`config.mk`:
```
export PLATFORM = sky130hd
export DESIGN_NAME = gcsrq_ram
export DESIGN_NICKNAME = d
export VERILOG_FILES = /design/src/hw/rtl/gcsrq_ram.sv
export SDC_FILE = /design/constraint.sdc
export NUM_CORES = 2
export LEC_CHECK = 0
export ABC_AREA = 1
export ABC_CLOCK_PERIOD_IN_PS = 7710
export BUFFER_PORTS_ARGS = -buffer_cell sky130_fd_sc_hd__clkbuf_2
export CAP_MARGIN = 20
export CORE_ASPECT_RATIO = 1.75
export CORE_MARGIN = 2
export CORE_UTILIZATION = 38
export CTS_CLUSTER_DIAMETER = 120
export DETAILED_ROUTE_END_ITERATION = 7
export PLACE_DENSITY = 0.57
export SLEW_MARGIN = 20
export SYNTH_ARGS = -nofsm -noshare
export SYNTH_HDL_FRONTEND = slang
export SYNTH_SLANG_ARGS = --single-unit
```
`constraint.sdc`:
```
create_clock -name clock -period 7.71 [get_ports clock]
set_input_delay 0.3855 -clock clock [delete_from_list [all_inputs] [get_ports clock]]
set_output_delay 0.3855 -clock clock [all_outputs]
set_load 0.005 [all_outputs]
```
`src/hw/rtl/gcsrq_ram.sv`:
```
// Generic single-write, single-read synchronous RAM with registered read data.
// No dependencies.
module gcsrq_ram #(
   parameter int DEPTH = 64,
   parameter int WIDTH = 32
) (
   input  logic                     clock,
   input  logic                     wr_en,
   input  logic [$clog2(DEPTH)-1:0] wr_addr,
   input  logic [WIDTH-1:0]         wr_data,
   input  logic [$clog2(DEPTH)-1:0] rd_addr,
   output logic [WIDTH-1:0]         rd_data
);

   logic [WIDTH-1:0] mem [DEPTH];
   logic [WIDTH-1:0] rd_data_ff;

   always_ff @(posedge clock) begin
      if (wr_en) begin
         mem[wr_addr] <= wr_data;
      end
      rd_data_ff <= mem[rd_addr];
   end

   assign rd_data = rd_data_ff;

endmodule

```
=== Yosys cells after proc, flatten, opt, wreduce, memory -nomap -nowiden ===
Memory sizes are Yosys's and may differ from the RTL's. A register that Yosys moved wholly into a read port is not among the register bits.
Index checks and enable logic that the tools add are counted.

* Bits in registers: 0
* Output and inout port bits: 32
* Memories kept: 1
* Latch bits: 0
* Word-level logic and storage cells: 3
* Memory bits (read-only): 0
* RAM bits: 2,048

{| class="wikitable"
|+ Memory list
! memory !! depth !! width !! read ports !! clocked after Yosys merged registers in !! write ports !! line !! source
|-
| mem || 64 || 32 || 1 || 1 || 1 || 15 || <nowiki>logic [WIDTH-1:0] mem [DEPTH];</nowiki>
|}

* Multiply operators: 0
* Muxes and demuxes: 2
* Div/mod/pow operators: 0
* Magnitude comparators: 0
* Bitwise gates (word level): 0
* Shift operators: 0
* Eq/ne operators: 0
* Reduce and logical (&&, ||, !) cells: 0
* Add/subtract/negate cells: 0

{| class="wikitable"
|+ Operator list
! operator !! count
|-
| 2-to-1 mux 1 bit || 2
|}

=== Depth between registers and ports, before layout ===
* Word-level depth: 2
* Depth in mapped cells: 13
* Depth with buffers taken out: 9

=== Least setup slack after synthesis ===
Ideal clock, no wire load.

* Path kind: input -> register
* From: in wr_en
* To: mem mem[48][0], enable pin
* Stages: 3
* Setup slack: 3.195 ns
* Arrival: 4.013 ns
* Setup time: 0.502 ns
* Buffers on the path: 1
* Path through: clkbuf_1 > nand4_1 > nor4_1

* Longest elaborated chain between the ends: 2

{| class="wikitable"
|+ Ends and longest elaborated chain
! what !! line !! source
|-
| from (decl) || 8 || <nowiki>input logic wr_en,</nowiki>
|-
| 2-to-1 mux 1 bit || 19 || <nowiki>if (wr_en) begin</nowiki>
|-
| 2-to-1 mux 1 bit (implied by the code) || 20 || <nowiki>mem[wr_addr] <= wr_data;</nowiki>
|-
| to (decl) || 15 ||
|}

No other way between the ends.

==> qor.csv <==
metric,value,unit
cap_violations,0,
die_w,357,um
vdd_drop_max,0.169,mV
grt_usage,0.205,
drt_iter0_markers,4610,
r2r.worst_path.cells,8,
synth.distinct_cells,16,
min-delay-start,wr_data[26],
place_area,86100,um2
r2r_start,mem[49][12],
fin_crit_sh,0.352,
grt_pass1_vias,51088,
syn_inst,6769,
worstHoldPathType,in2reg,
cts_sinks,2080,
place_hpwl,120000,um
firstDrtPassIters,6,
max_freq,369,MHz
critPathMaxFanout,83,
holdPathStages,1,
status,"finished, final reports clean",
wl_per_cell,23.8,um
nNetsFinal,6754,
detail_route.wirelength,231000,um
tns,0,ns
clk_latency,0.83,ns
cts_tree,yes,
cp-start-kind,input pin,
root_buffer,clkbuf_16,
start_util,0.382,
htree_levels,4,
port_buffers,77,
slew_headroom,0.129,
worstMarginPinSlew,1.31,ns
grt_pass1_wl,340000,um
clkTransAtPathRegs,0.07,ns
critPathCaptureType,flop,
grt.overflow.total,0,
post-route-min-period,2.71,ns
die_h,621,um
dr_total_vias,52366,
rsz0062_at_grt,false,
post_synth.cell_area_avg,12.2,um2
worstPathArrival,3.44,ns
numCtsBuffers,181,
p_total,22.9,mW
leakagePower,31.7,nW
synth_seq_cells,2080,
final-hold-violation-count,0,
viasPerCell,5.40,
coreArea,217000,um2
power_density,250,nW/um2
yosysWarnings,0,
required,8.44,ns
hold_end,mem[62][26],
antenna_found_initial,15,
crit_type,in2reg,
drc,0,
cts_buffer_depth,4,
drv_slew,0,
final_layout_size_suffix_gt1_frac,0.0758,
whs,0.0947,ns
gp_congestion,0.789,
finalClockSkew,0.0424,ns
grt_start_max_net_pins,244,
setup_viol,0,
yosysSeqAreaShare,0.751,
final_area,91900,um2
die_area,222000,um2
antenna_left,0,
r2r_end,rd_data[12],
rows,226,
r2r_slack,6.10,ns
areaGrowthSynthToFinish,11.0,%
mappedNetlistNets,6815,
post_cts_buffers,0,
synth.cell_area,82700,um2
ioPinCount,78,
[flip-flops by register name, indices dropped and copies added, names as in the netlist]
register / flops
mem: 2048
rd_data: 32
[layout by cell type (no fill, tap or decap), drive strengths merged]
cell / instances
clkinvlp: 2
clkbuf: 302
diode: 5
nor4: 8
nand2: 2248
nand4: 9
dlygate4sd3: 1
inv: 13
buf: 146
dfxtp: 32
bufinv: 15
nand3: 1907
edfxtp: 2048
clkinv: 60
nor2: 56
[per-stage QoR]
stage | util | setup slack (ns) | std cells
6_report | 0.424 | 5.00 | 9702
5_1_grt | 0.424 | 4.80 | 9699
4_1_cts | 0.424 | 5.09 | 9695
3_5_place_dp | 0.397 | 4.22 | 9373
3_3_place_gp | 0.397 | 4.21 | 9373
2_1_floorplan | - | 3.19 | 6769
[kinds of logic (layout without fill, tap and decap cells)]
kind of cell | Yosys count | count (layout) | synth area share
DFF | 2080 | 2080 | 0.751
other | 0 | 5 | 0
and+or+nand+nor | 4228 | 4228 | 0.221
buffers and inverters | 461 | 539 | 0.0278
[where the power goes]
part	internal, mW	switching, mW	total (mW)	leakage [nW]
clock network	5.04	4.00	9.04	2.81
logic	0.325	1.01	1.33	10.2
registers	12.5	0.0631	12.6	18.7
[cell type report]
class	count	area [um2]
well taps	2850	3570
flip-flops and latches	2080	62100
diodes	5	12.5
clock buffers	244	4990
clock inverters	78	742
repair buffers	205	1570
inverters	12	82.6
multi-input cells	4228	18800
fillers	19971	125000
[repair_timing]
action,4_1_cts,5_1_grt
hold buffers,0,1
hold endpoints to repair,0,16
resized for setup,0,0
[synth_stat cells]
cell type | n | share of area
inv_2 | 2 | 0.000091
buf_2 | 282 | 0.017
nand4_1 | 9 | 0.00068
inv_1 | 9 | 0.00041
nand3_1 | 1907 | 0.12
inv_4 | 1 | 0.000076
edfxtp_1 | 2048 | 0.74
nor2_1 | 56 | 0.0025
buf_1 | 40 | 0.0018
buf_6 | 3 | 0.00041
nand2_1 | 2248 | 0.10
buf_8 | 2 | 0.00036
clkbuf_1 | 77 | 0.0035
nor4_1 | 8 | 0.00060
dfxtp_1 | 32 | 0.0077
buf_4 | 45 | 0.0041
[per-layer routing]
layer | global-route usage | wire, um
met1 | 0.252 | 89300
met2 | 0.370 | 120000
met3 | 0.0241 | 13200
met4 | 0.0691 | 7840
met5 | 0 | 100
[critical path, cell delays in order]
cell and delay [ns]:
buf_8 0.36, buf_4 0.79, buf_4 0.82, nand2_1 0.10, nand3_1 0.12, nand3_1 0.10
nand3_1 0.13, nand3_1 0.14, nand2_1 0.13, nand2_1 0.05, nand2_1 0.10
[worst max-delay path by stage]
| stage | from | end | slack [ns] | depth (start not counted) |
|---|---|---|---|---|
| final | rd_addr[0] | rd_data[10] | 5.00 | 11 |
| after global routing | rd_addr[0] | rd_data[23] | 4.80 | 11 |
| after global placement | rd_addr[0] | rd_data[10] | 4.21 | 11 |
| after CTS | rd_addr[0] | rd_data[10] | 5.09 | 11 |
| after detailed placement | rd_addr[0] | rd_data[3] | 4.22 | 11 |
| after floorplan | wr_en | mem[48][0] | 3.19 | 3 |
Note: power is estimated with default switching activity, not from simulation.
